--- src/hw/rtl/mspf_pkg.sv ---
// ----------------------------------------------------------------------------
// mspf_pkg
// Types, command codes and register indexes of the motor serial packet framer.
// ----------------------------------------------------------------------------
package mspf_pkg;

    // Command bytes of the motor driver protocol.
    localparam logic [7:0] OP_FORWARD = 8'd8;
    localparam logic [7:0] OP_REVERSE = 8'd9;
    localparam logic [7:0] OP_RIGHT   = 8'd10;
    localparam logic [7:0] OP_LEFT    = 8'd11;
    localparam logic [7:0] OP_TIMEOUT = 8'd14;

    localparam logic [7:0] CHECK_MASK = 8'h7F;

    // Item kinds.
    localparam logic ITEM_DRIVE   = 1'b0;
    localparam logic ITEM_TIMEOUT = 1'b1;

    // Target selection for drive items.
    localparam logic TARGET_PROPULSION = 1'b0;

    // Configuration register indexes.
    localparam logic [1:0] REG_PROPULSION_ADDR = 2'd0;
    localparam logic [1:0] REG_CONVEYOR_ADDR   = 2'd1;
    localparam logic [1:0] REG_DEADBAND        = 2'd2;
    localparam logic [1:0] REG_TIMEOUT_VALUE   = 2'd3;

    // Reset values of the configuration registers.
    localparam logic [7:0]  RST_PROPULSION_ADDR = 8'd128;
    localparam logic [7:0]  RST_CONVEYOR_ADDR   = 8'd132;
    localparam logic [14:0] RST_DEADBAND        = 15'd164;
    localparam logic [6:0]  RST_TIMEOUT_VALUE   = 7'd10;

    // Byte slots of the serial checksum in an eight-byte item.
    localparam logic [2:0] SLOT_FIRST_CHECK = 3'd3;
    localparam logic [2:0] SLOT_LAST        = 3'd7;

    // One shaped drive value.
    typedef struct packed {
        logic       above;
        logic       below;
        logic [6:0] value;
    } shape_t;

    // Eight serial bytes; byte 0 goes out first.
    typedef logic [7:0][7:0] item_bytes_t;
    typedef logic [3:0][7:0] packet_t;

    function automatic packet_t make_packet(
        input logic [7:0] addr,
        input logic [7:0] op,
        input logic [7:0] val
    );
        packet_t    p;
        logic [7:0] sum;
        sum  = addr + op + val;
        p[0] = addr;
        p[1] = op;
        p[2] = val;
        p[3] = sum & CHECK_MASK;
        return p;
    endfunction

endpackage

--- src/hw/rtl/motor_serial_packet_framer.sv ---
// ----------------------------------------------------------------------------
// motor_serial_packet_framer
// Turns drive and timeout items into two four-byte driver packets each.
// An accepted item is registered in the item stage, then in the byte stage, which drives its first byte.
// The output port gives one byte per cycle while out_stall is low.
// The item stage refills while the byte stage still sends the previous item.
// Reset clears both stages and loads the register defaults.
// ----------------------------------------------------------------------------
module motor_serial_packet_framer #(
    parameter int FRAC_BITS = 14
) (
    input  logic        clk,
    input  logic        rst_n,

    input  logic        cfg_write,
    input  logic [1:0]  cfg_index,
    input  logic [14:0] cfg_data,

    input  logic        in_valid,
    output logic        in_stall,
    input  logic        cmd,
    input  logic        target,
    input  logic signed [15:0] linear_speed,
    input  logic signed [15:0] turn_rate,

    output logic        out_valid,
    input  logic        out_stall,
    output logic [7:0]  data_byte,
    output logic        last
);

    // Signed working width: holds the clamped value and minus the deadband.
    localparam int VW = (FRAC_BITS + 2 > 17) ? FRAC_BITS + 2 : 17;
    localparam logic signed [VW-1:0] ONE_Q = {{(VW-1){1'b0}}, 1'b1} << FRAC_BITS;

    logic [7:0]  prop_addr_reg;
    logic [7:0]  conv_addr_reg;
    logic [14:0] deadband_reg;
    logic [6:0]  timeout_reg;

    logic                 a_valid_reg, a_valid_next;
    mspf_pkg::item_bytes_t a_bytes_reg;
    logic                 b_valid_reg, b_valid_next;
    mspf_pkg::item_bytes_t b_bytes_reg;
    logic [2:0]           b_cnt_reg, b_cnt_next;

    logic in_fire, out_fire, b_done, b_load;
    logic [7:0] drive_addr;
    mspf_pkg::shape_t speed_s, turn_s;
    mspf_pkg::packet_t pkt0, pkt1;

    function automatic mspf_pkg::shape_t shape(
        input logic signed [15:0] raw,
        input logic [14:0]        db
    );
        logic signed [VW-1:0] v;
        logic signed [VW-1:0] db_s;
        logic [VW-1:0]        mag;
        logic [VW+6:0]        prod;
        mspf_pkg::shape_t     r;
        v = {{(VW-16){raw[15]}}, raw};
        if (v > ONE_Q)
        begin
            v = ONE_Q;
        end
        else if (v < -ONE_Q)
        begin
            v = -ONE_Q;
        end
        db_s    = {{(VW-15){1'b0}}, db};
        r.above = (v > db_s);
        r.below = (v < -db_s);
        mag     = v[VW-1] ? -v : v;
        // 127 * |v| as a shift and a subtract.
        prod    = {mag, 7'd0} - {7'd0, mag};
        r.value = (r.above || r.below) ? prod[FRAC_BITS+6:FRAC_BITS] : 7'd0;
        return r;
    endfunction

    // Configuration registers.
    always_ff @(posedge clk or negedge rst_n)
    begin
        if (!rst_n)
        begin
            prop_addr_reg <= mspf_pkg::RST_PROPULSION_ADDR;
            conv_addr_reg <= mspf_pkg::RST_CONVEYOR_ADDR;
            deadband_reg  <= mspf_pkg::RST_DEADBAND;
            timeout_reg   <= mspf_pkg::RST_TIMEOUT_VALUE;
        end
        else if (cfg_write)
        begin
            case (cfg_index)
                mspf_pkg::REG_PROPULSION_ADDR: prop_addr_reg <= cfg_data[7:0];
                mspf_pkg::REG_CONVEYOR_ADDR:   conv_addr_reg <= cfg_data[7:0];
                mspf_pkg::REG_DEADBAND:        deadband_reg  <= cfg_data;
                mspf_pkg::REG_TIMEOUT_VALUE:   timeout_reg   <= cfg_data[6:0];
                default:                       timeout_reg   <= timeout_reg;
            endcase
        end
    end

    // Packet formation for an incoming item.
    always_comb
    begin
        speed_s    = shape(linear_speed, deadband_reg);
        turn_s     = shape(turn_rate, deadband_reg);
        drive_addr = (target == mspf_pkg::TARGET_PROPULSION) ? prop_addr_reg : conv_addr_reg;
        if (cmd == mspf_pkg::ITEM_TIMEOUT)
        begin
            pkt0 = mspf_pkg::make_packet(prop_addr_reg, mspf_pkg::OP_TIMEOUT,
                                         {1'b0, timeout_reg});
            pkt1 = mspf_pkg::make_packet(conv_addr_reg, mspf_pkg::OP_TIMEOUT,
                                         {1'b0, timeout_reg});
        end
        else
        begin
            pkt0 = mspf_pkg::make_packet(drive_addr,
                speed_s.above ? mspf_pkg::OP_FORWARD : mspf_pkg::OP_REVERSE,
                {1'b0, speed_s.value});
            pkt1 = mspf_pkg::make_packet(drive_addr,
                turn_s.above ? mspf_pkg::OP_LEFT : mspf_pkg::OP_RIGHT,
                {1'b0, turn_s.value});
        end
    end

    // Handshake and stage control.
    assign in_stall = a_valid_reg;
    assign in_fire  = in_valid && !a_valid_reg;
    assign out_fire = b_valid_reg && !out_stall;
    assign b_done   = out_fire && (b_cnt_reg == mspf_pkg::SLOT_LAST);
    assign b_load   = a_valid_reg && (!b_valid_reg || b_done);

    always_comb
    begin
        a_valid_next = a_valid_reg;
        b_valid_next = b_valid_reg;
        b_cnt_next   = b_cnt_reg;
        if (in_fire)
        begin
            a_valid_next = 1'b1;
        end
        else if (b_load)
        begin
            a_valid_next = 1'b0;
        end
        if (b_load)
        begin
            b_valid_next = 1'b1;
            b_cnt_next   = 3'd0;
        end
        else if (b_done)
        begin
            b_valid_next = 1'b0;
            b_cnt_next   = 3'd0;
        end
        else if (out_fire)
        begin
            b_cnt_next = b_cnt_reg + 3'd1;
        end
    end

    always_ff @(posedge clk or negedge rst_n)
    begin
        if (!rst_n)
        begin
            a_valid_reg <= 1'b0;
            b_valid_reg <= 1'b0;
            b_cnt_reg   <= 3'd0;
        end
        else
        begin
            a_valid_reg <= a_valid_next;
            b_valid_reg <= b_valid_next;
            b_cnt_reg   <= b_cnt_next;
        end
    end

    // Payload registers; the byte stage shifts toward byte 0 as bytes leave.
    always_ff @(posedge clk)
    begin
        if (in_fire)
        begin
            a_bytes_reg <= {pkt1, pkt0};
        end
        if (b_load)
        begin
            b_bytes_reg <= a_bytes_reg;
        end
        else if (out_fire)
        begin
            b_bytes_reg <= {8'h00, b_bytes_reg[7:1]};
        end
    end

    assign out_valid = b_valid_reg;
    assign data_byte = b_bytes_reg[0];
    assign last      = (b_cnt_reg == mspf_pkg::SLOT_LAST);

`ifndef SYNTH
    a_item_held: assert property (@(posedge clk) disable iff (!rst_n)
        in_fire |=> a_valid_reg)
        else $error("accepted item not held in the item stage");

    a_no_gap: assert property (@(posedge clk) disable iff (!rst_n)
        (out_fire && !last) |=> out_valid)
        else $error("byte stage dropped valid inside an item");

    a_check_bit: assert property (@(posedge clk) disable iff (!rst_n)
        (out_valid && (b_cnt_reg == mspf_pkg::SLOT_FIRST_CHECK
                       || b_cnt_reg == mspf_pkg::SLOT_LAST)) |-> !data_byte[7])
        else $error("checksum byte has bit 7 set");

    a_forward: assert property (@(posedge clk) disable iff (!rst_n)
        (a_valid_reg && !b_valid_reg) |=> b_valid_reg)
        else $error("item stage waited behind an empty byte stage");
`endif

endmodule

--- config.mk ---
export PLATFORM = sky130hd
export DESIGN_NAME = motor_serial_packet_framer
export DESIGN_NICKNAME = d
export VERILOG_FILES = /design/src/hw/rtl/mspf_pkg.sv /design/src/hw/rtl/motor_serial_packet_framer.sv
export SDC_FILE = /design/constraint.sdc
export NUM_CORES = 1
export LEC_CHECK = 0
export BUFFER_PORTS_ARGS = -buffer_cell sky130_fd_sc_hd__buf_2
export CAP_MARGIN = 20
export CORE_ASPECT_RATIO = 1.75
export CORE_UTILIZATION = 47
export DETAILED_ROUTE_END_ITERATION = 16
export PLACE_DENSITY_LB_ADDON = 0.3
export SYNTH_ARGS = -nofsm -noshare
export SYNTH_HDL_FRONTEND = slang
export SYNTH_SLANG_ARGS = --single-unit
--- constraint.sdc ---
create_clock -name clk -period 10.15 [get_ports clk]
set_input_delay 0.5075 -clock clk [delete_from_list [all_inputs] [get_ports clk]]
set_output_delay 0.5075 -clock clk [all_outputs]
set_load 0.03 [all_outputs]
==> flow_summary.json, run 1 <==
{
  "synth_edf_count": 108,
  "drv_slew": 0,
  "ant_nets": 0,
  "initial_core_util": 0.478,
  "placed_cell_area_sq_mm": 0.0117,
  "finalWirelength_microns": 28200,
  "vias_per_cell": 5.71,
  "clkSlewWorstSetupHoldPaths_ps": 70,
  "pwr_per_cell_area_mw_per_mm2": 186,
  "area_growth_pct": 10.6,
  "post-synth-top-area-cell": "sky130_fd_sc_hd__edfxtp_1",
  "stdcell_area_sq_mm": 0.0123,
  "postCtsHoldBufs": 0,
  "gp_congestion": 0.923,
  "ys_seq_elements": 151,
  "r2r_slack_ps": 3650,
  "antenna_violations_before_repair": 0,
  "transition_time_of_the_tightest_slew_check_pin_ps": 981,
  "post_route_cells_drive_above_1_share": 0.183,
  "synth.most_common_cell": "sky130_fd_sc_hd__ha_1",
  "cts.htree.levels": 4,
  "number_of_gates_resized_after_cts": 0,
  "cpPeakStageDelay_ps": 810,
  "place_ws_ps": 2660,
  "detail_route.drc_violations": 0,
  "synthesis.yosys.warnings": 0,
  "cp_data_arrival_time_ps": 7350,
  "die_outline_area_sq_mm": 0.0244,
  "share_of_the_synthesized_area_in_the_top_cell_type": 0.291,
  "globalRouteOverflowTotal": 0,
  "post_synth_inst_count": 1106,
  "synth.distinct_cells": 79,
  "drt_iter0_drc": 392,
  "io_buffer_count": 66,
  "timing.max_cap.violations": 0,
  "power.static_leakage_nw": 5.37,
  "worst_path_max_delay_cell": "sky130_fd_sc_hd__a21oi_1",
  "worst_skew_pair_later_pin_latency_ps": 430,
  "via_count": 8400,
  "worstSetupPathType": "in2reg",
  "tritoncts.num_buffers": 17,
  "grt_util_overall": 0.243,
  "tritoncts_num_sinks": 151,
  "synth_ff_type": "sky130_fd_sc_hd__edfxtp_1",
  "tritoncts_clock_tree": "built",
  "max_freq_mhz": 139,
  "critical_path_launch_point_type": "input pin",
  "largest_net_degree_at_the_start_of_global_routing": 62,
  "critPathMaxFanout": 15,
  "hold_viol": 0,
  "async_reset_ff_frac": 0.285,
  "postCtsSetupBuffers": 0,
  "status": "finished, final reports clean",
  "holdCritPathClass": "in2reg",
  "final_net_count": 1341,
  "synth_sequential_area_ratio": 0.388,
  "cts_buffer_depth": 2,
  "global_route_wire_length_before_repair_microns": 45000,
  "largest_reg_flops": 53,
  "design.core.area_sq_mm": 0.0233,
  "setup_repair_after_global_routing_missed_its_margin": "false",
  "die_y_microns": 206,
  "whs_ps": 313,
  "postLayoutSetupSlackWorst_ps": 2980,
  "timing.setup.tns_ps": 0,
  "slew_headroom": 0.346,
  "synth.top_cells.by_area": "sky130_fd_sc_hd__edfxtp_1 (29%), sky130_fd_sc_hd__ha_1 (14%), sky130_fd_sc_hd__dfrtp_1 (7.9%)",
  "final_critical_period_ps": 7170,
  "ir_drop_v": 0.000110,
  "timing.critical_path.max_delay_family": "compound AO/OA/AOI/OAI gates",
  "floorplan.rows": 74,
  "critical_path.n_buffers_inverters": 2,
  "syn-cell-area_sq_mm": 0.0112,
  "worstPathRequired_ps": 10330,
  "clockRootBuffer": "sky130_fd_sc_hd__clkbuf_16",
  "routed_wire_length_per_instance_microns": 19.1,
  "die_width_microns": 118,
  "fin_worst_skew_ps": 12.6,
  "first_pass_iters": 4,
  "pin_count": 67,
  "syn_avg_cell_area_sq_um": 10.1,
  "num_antenna_cells": 0,
  "endpoint_kind": "flop",
  "critical-path-top-cell-by-count": "sky130_fd_sc_hd__ha_1",
  "final.period_utilization": 0.706,
  "report.final.setup_viol": 0,
  "synthTopCellsByCount": "sky130_fd_sc_hd__ha_1 (125), sky130_fd_sc_hd__edfxtp_1 (108), sky130_fd_sc_hd__inv_1 (100), sky130_fd_sc_hd__mux2_2 (76), sky130_fd_sc_hd__nand2_1 (76)",
  "first_global_vias": 8622,
  "hpwl_microns": 22500
}
## final cells by class
class                   instances  area (sq um)
clock buffers                  17           425
multi-input cells             810          6260
fillers                      2174         11000
repair buffers                 74           405
inverters                     100           375
clock inverters                15           155
flip-flops and latches        151          4330
well taps                     304           380
## cell families after synthesis
| family | after synthesis | synth area share |
|---|---|---|
| DFF | 151 | 0.388 |
| other | 1 | 0.000336 |
| AOI/OAI and AO/OA | 236 | 0.138 |
| and+or+nand+nor | 296 | 0.138 |
| xor gates and xnor gates | 58 | 0.0456 |
| adders and majority gates | 131 | 0.151 |
| buffers and inverters | 148 | 0.0534 |
| muxes | 85 | 0.0848 |
## cells in the final DEF (no fill, tap or decap), types with 16 or more instances in the layout
cell type and instances:
sky130_fd_sc_hd__a21oi_1 56, sky130_fd_sc_hd__ha_1 125, sky130_fd_sc_hd__o21a_1 16, sky130_fd_sc_hd__clkbuf_16 17, sky130_fd_sc_hd__inv_1 100, sky130_fd_sc_hd__edfxtp_1 108, sky130_fd_sc_hd__mux2_2 76, sky130_fd_sc_hd__o21ai_0 53
sky130_fd_sc_hd__and2_1 16, sky130_fd_sc_hd__buf_2 66, sky130_fd_sc_hd__dfrtp_1 35, sky130_fd_sc_hd__and3_1 19, sky130_fd_sc_hd__nand2_1 76, sky130_fd_sc_hd__nor3_1 20, sky130_fd_sc_hd__xor2_1 18, sky130_fd_sc_hd__xnor2_1 40
sky130_fd_sc_hd__a21o_1 22, sky130_fd_sc_hd__nor2b_1 20, sky130_fd_sc_hd__nor2_1 63
## through the flow
| step | cells | util | power, W |
|---|---|---|---|
| finish | 1471 | 0.528 | 0.00229 |
| global route | 1471 | 0.528 | 0.00245 |
| CTS | 1469 | 0.527 | 0.00231 |
| detailed placement | 1437 | 0.502 | 0.00167 |
| global placement | 1437 | 0.502 | 0.00166 |
| floorplan | 1109 | - | 0.00144 |
## worst register-to-register path, delay by kind of cell, from the launching register on
kind	cells	cell delay, ps
fa+ha+maj	3	790
simple gates	8	2400
xor+xnor	2	500
buf+inv	3	520
flops	1	380
compound gates	10	1500
mux	1	130
## path summary, 6_finish.rpt
check	from	cells after the start	endpoint
max reg2reg	deadband_reg[3]$_DFFE_PN0P_	27	a_bytes_reg[62]$_DFFE_PP_
max in group asynchronous	rst_n	3	timeout_reg[1]$_DFFE_PN1P_
min in group asynchronous	rst_n	2	deadband_reg[13]$_DFFE_PN0P_
min reg2reg	b_bytes_reg[19]$_DFFE_PP_	1	b_bytes_reg[11]$_SDFFCE_PP1P_
max	turn_rate[5]	30	a_bytes_reg[62]$_DFFE_PP_
min	cfg_data[11]	2	deadband_reg[11]$_DFFE_PN0P_
## where the power goes
group	internal, W	switching [W]
registers	0.000763	0.0000518
logic	0.000373	0.000481
clock network	0.000347	0.000276
## per-layer routing
| metal | vias to the layer above | share of wire | track usage |
|---|---|---|---|
| met1 | 4013 | 0.36 | 0.240 |
| met2 | 199 | 0.55 | 0.475 |
| met3 | 86 | 0.028 | 0.0308 |
| met5 | - | 0 | 0 |
| li1 | 4102 | - | - |
| met4 | 0 | 0.059 | 0.150 |
(Power assumes the default switching activity.)
==> run 2, diff against run 1 <==
Settings changed: ABC_AREA set to 1.
Clock period 10.15 ns to 7.34 ns, I/O delays scaled along.
==> flow_summary.json, run 2 <==
{
  "final_critical_period_ps": 5740,
  "pwr_per_cell_area_mw_per_mm2": 249,
  "timing.setup.tns_ps": 0,
  "final.period_utilization": 0.782,
  "hpwl_microns": 23800,
  "seq_area_sq_mm": 0.00433,
  "clkSlewWorstSetupHoldPaths_ps": 60,
  "area_growth_pct": 10.1,
  "timing.critical_path.max_delay_family": "simple AND/OR/NAND/NOR gates",
  "first_pass_iters": 5,
  "drv_slew": 0,
  "report.power.total_w": 0.00315,
  "worstPathRequired_ps": 7520,
  "critical_path.n_buffers_inverters": 5,
  "post_route_cells_drive_above_1_share": 0.101,
  "worst_path_max_delay_cell": "sky130_fd_sc_hd__dfrtp_1",
  "largest_net_degree_at_the_start_of_global_routing": 62,
  "share_of_the_synthesized_area_in_the_top_cell_type": 0.282,
  "synth_xor_xnor_area_share": 0.0303,
  "post-synth-top-area-cell": "sky130_fd_sc_hd__edfxtp_1",
  "endpoint_kind": "flop",
  "multi_input_area_sq_mm": 0.00611,
  "largest_reg_flops": 53,
  "cts_buffer_depth": 2,
  "tritoncts_clock_tree": "built",
  "hold_viol": 0,
  "syn_avg_cell_area_sq_um": 7.70,
  "die_y_microns": 209,
  "routed_wire_length_per_instance_microns": 15.7,
  "transition_time_of_the_tightest_slew_check_pin_ps": 1030,
  "synthTopCellsByCount": "sky130_fd_sc_hd__nand2_1 (420), sky130_fd_sc_hd__inv_1 (225), sky130_fd_sc_hd__ha_1 (125), sky130_fd_sc_hd__nor2_1 (117), sky130_fd_sc_hd__edfxtp_1 (108)",
  "tritoncts.num_buffers": 17,
  "setup_repair_after_global_routing_missed_its_margin": "false",
  "antenna_violations_before_repair": 0,
  "report.final.setup_viol": 0,
  "synth.most_common_cell": "sky130_fd_sc_hd__nand2_1",
  "critPathMaxFanout": 8,
  "layout_common_cells": "sky130_fd_sc_hd__nand2_1 (419), sky130_fd_sc_hd__inv_1 (225), sky130_fd_sc_hd__ha_1 (125)",
  "cts.htree.levels": 4,
  "postLayoutSetupSlackWorst_ps": 1600,
  "holdCritPathClass": "in2reg",
  "clockRootBuffer": "sky130_fd_sc_hd__clkbuf_16",
  "finalWirelength_microns": 29300,
  "power.static_leakage_nw": 6.53,
  "timing.max_cap.violations": 0,
  "synth_ff_type": "sky130_fd_sc_hd__edfxtp_1",
  "number_of_gates_resized_after_cts": 0,
  "via_count": 9752,
  "floorplan.rows": 75,
  "final_net_count": 1733,
  "synth.distinct_cells": 53,
  "place_ws_ps": 1370,
  "worst_skew_pair_later_pin_latency_ps": 430,
  "synth-adder-area-share": 0.146,
  "num_antenna_cells": 0,
  "design.core.area_sq_mm": 0.0240,
  "synth_sequential_area_ratio": 0.376,
  "ant_nets": 0,
  "r2r_slack_ps": 1600,
  "final_util": 0.527,
  "max_freq_mhz": 174,
  "cp_data_arrival_time_ps": 5920,
  "final.fill_count": 2432,
  "critical_path_launch_point_type": "flop",
  "fin_worst_skew_ps": 8.20,
  "post_synthesis_mux_area_share": 0.000870,
  "synth_compound_area_frac": 0.0925,
  "syn-cell-area_sq_mm": 0.0115,
  "mostFrequentLayoutCell": "sky130_fd_sc_hd__nand2_1",
  "worstSetupPathType": "reg2reg",
  "tritoncts_num_sinks": 151,
  "cpPeakStageDelay_ps": 440,
  "status": "finished, final reports clean",
  "detail_route.drc_violations": 0,
  "global_route_wire_length_before_repair_microns": 46500,
  "synthesis.yosys.warnings": 0,
  "die_width_microns": 120,
  "first_global_vias": 9580,
  "gp_congestion": 0.929,
  "synth_edf_count": 108,
  "ir_drop_v": 0.000139,
  "ys_seq_elements": 151,
  "drt_iter0_drc": 515,
  "initial_core_util": 0.479,
  "globalRouteOverflowTotal": 0,
  "slew_headroom": 0.309,
  "stdcell_area_sq_mm": 0.0127,
  "placed_cell_area_sq_mm": 0.0121,
  "pin_count": 67,
  "combinational_family_with_the_most_area_after_synthesis": "simple AND/OR/NAND/NOR gates",
  "synth_simple_gate_area_share": 0.258,
  "grt_util_overall": 0.242,
  "post_synth_inst_count": 1494,
  "die_outline_area_sq_mm": 0.0251,
  "synth.top_cells.by_area": "sky130_fd_sc_hd__edfxtp_1 (28%), sky130_fd_sc_hd__nand2_1 (14%), sky130_fd_sc_hd__ha_1 (14%)",
  "io_buffer_count": 66,
  "vias_per_cell": 5.22,
  "async_reset_ff_frac": 0.285
}
==> run 2: cell count changes after synthesis, moves of 15 or more <==
cell                      delta
sky130_fd_sc_hd__mux2_2     -76
sky130_fd_sc_hd__o21ai_0    +22
sky130_fd_sc_hd__nor2_1     +54
sky130_fd_sc_hd__and2_1     -15
sky130_fd_sc_hd__nor2b_1    -21
sky130_fd_sc_hd__o21a_1     -15
sky130_fd_sc_hd__o21ai_1    +16
sky130_fd_sc_hd__nand3_1    +74
sky130_fd_sc_hd__a21o_1     -22
sky130_fd_sc_hd__inv_1     +125
sky130_fd_sc_hd__and3_1     -19
sky130_fd_sc_hd__nand2_1   +344
sky130_fd_sc_hd__xnor2_1    -31
==> run 2: logic make-up after synthesis <==
group	Yosys count
and+or+nand+nor	701
buffers and inverters	277
muxes	1
other	1
adders and majority gates	131
AOI/OAI and AO/OA	193
DFF	151
xor gates and xnor gates	39
==> run 2: routing by layer <==
metal  routed length (microns)  share of wire  GRT usage  vias up
met3                       631          0.022     0.0210      103
met4                      2000          0.068      0.175        0
met2                     15800           0.54      0.457      230
li1                          -              -          -     4975
met1                     10900           0.37      0.242     4444
met5                         0              0          0        -
==> run 2: worst min-delay path, cell delays in order <==
cell                      delay (ps)
sky130_fd_sc_hd__buf_2            80
sky130_fd_sc_hd__nor2_1           30
sky130_fd_sc_hd__a21oi_1          90
==> run 2: final timing paths <==
path                                         startpoint  cells after the start                      endpoint
max                         deadband_reg[0]$_DFFE_PN0P_                     32     a_bytes_reg[30]$_DFFE_PP_
min                                        cfg_data[12]                      3  deadband_reg[12]$_DFFE_PN0P_
max reg2reg                 deadband_reg[0]$_DFFE_PN0P_                     32     a_bytes_reg[30]$_DFFE_PP_
min reg2reg                conv_addr_reg[7]$_DFFE_PN1P_                      2  conv_addr_reg[7]$_DFFE_PN1P_
max in group asynchronous                         rst_n                      3   deadband_reg[7]$_DFFE_PN1P_
min in group asynchronous                         rst_n                      2      b_cnt_reg[1]$_DFFE_PN0P_
==> run 2: stage by stage <==
step,cells,hold WS [ps]
2_1_floorplan,1497,71.4
3_3_place_gp,1832,467
3_5_place_dp,1833,486
4_1_cts,1865,134
5_1_grt,1867,187
6_report,1867,179
==> run 2: cell type report <==
class	count	share of cell area
multi-input combinational	1069	0.482
sequential	151	0.342
inverter	234	0.0695
clock buffer	20	0.0345
timing repair buffer	73	0.0316
tap	308	0.0304
clock inverter	12	0.00998
==> run 2: repair_timing <==
action | in CTS | in global routing
endpoints found under the hold margin | 0 | 5
hold buffers | 0 | 1
setup buffers | 0 | 0
==> run 2: where the power goes <==
group	leakage [nW]	switching, W	internal, W
Combinational	4.72	0.000761	0.000413
Clock	0.268	0.000351	0.000499
Sequential	1.54	0.0000542	0.00107
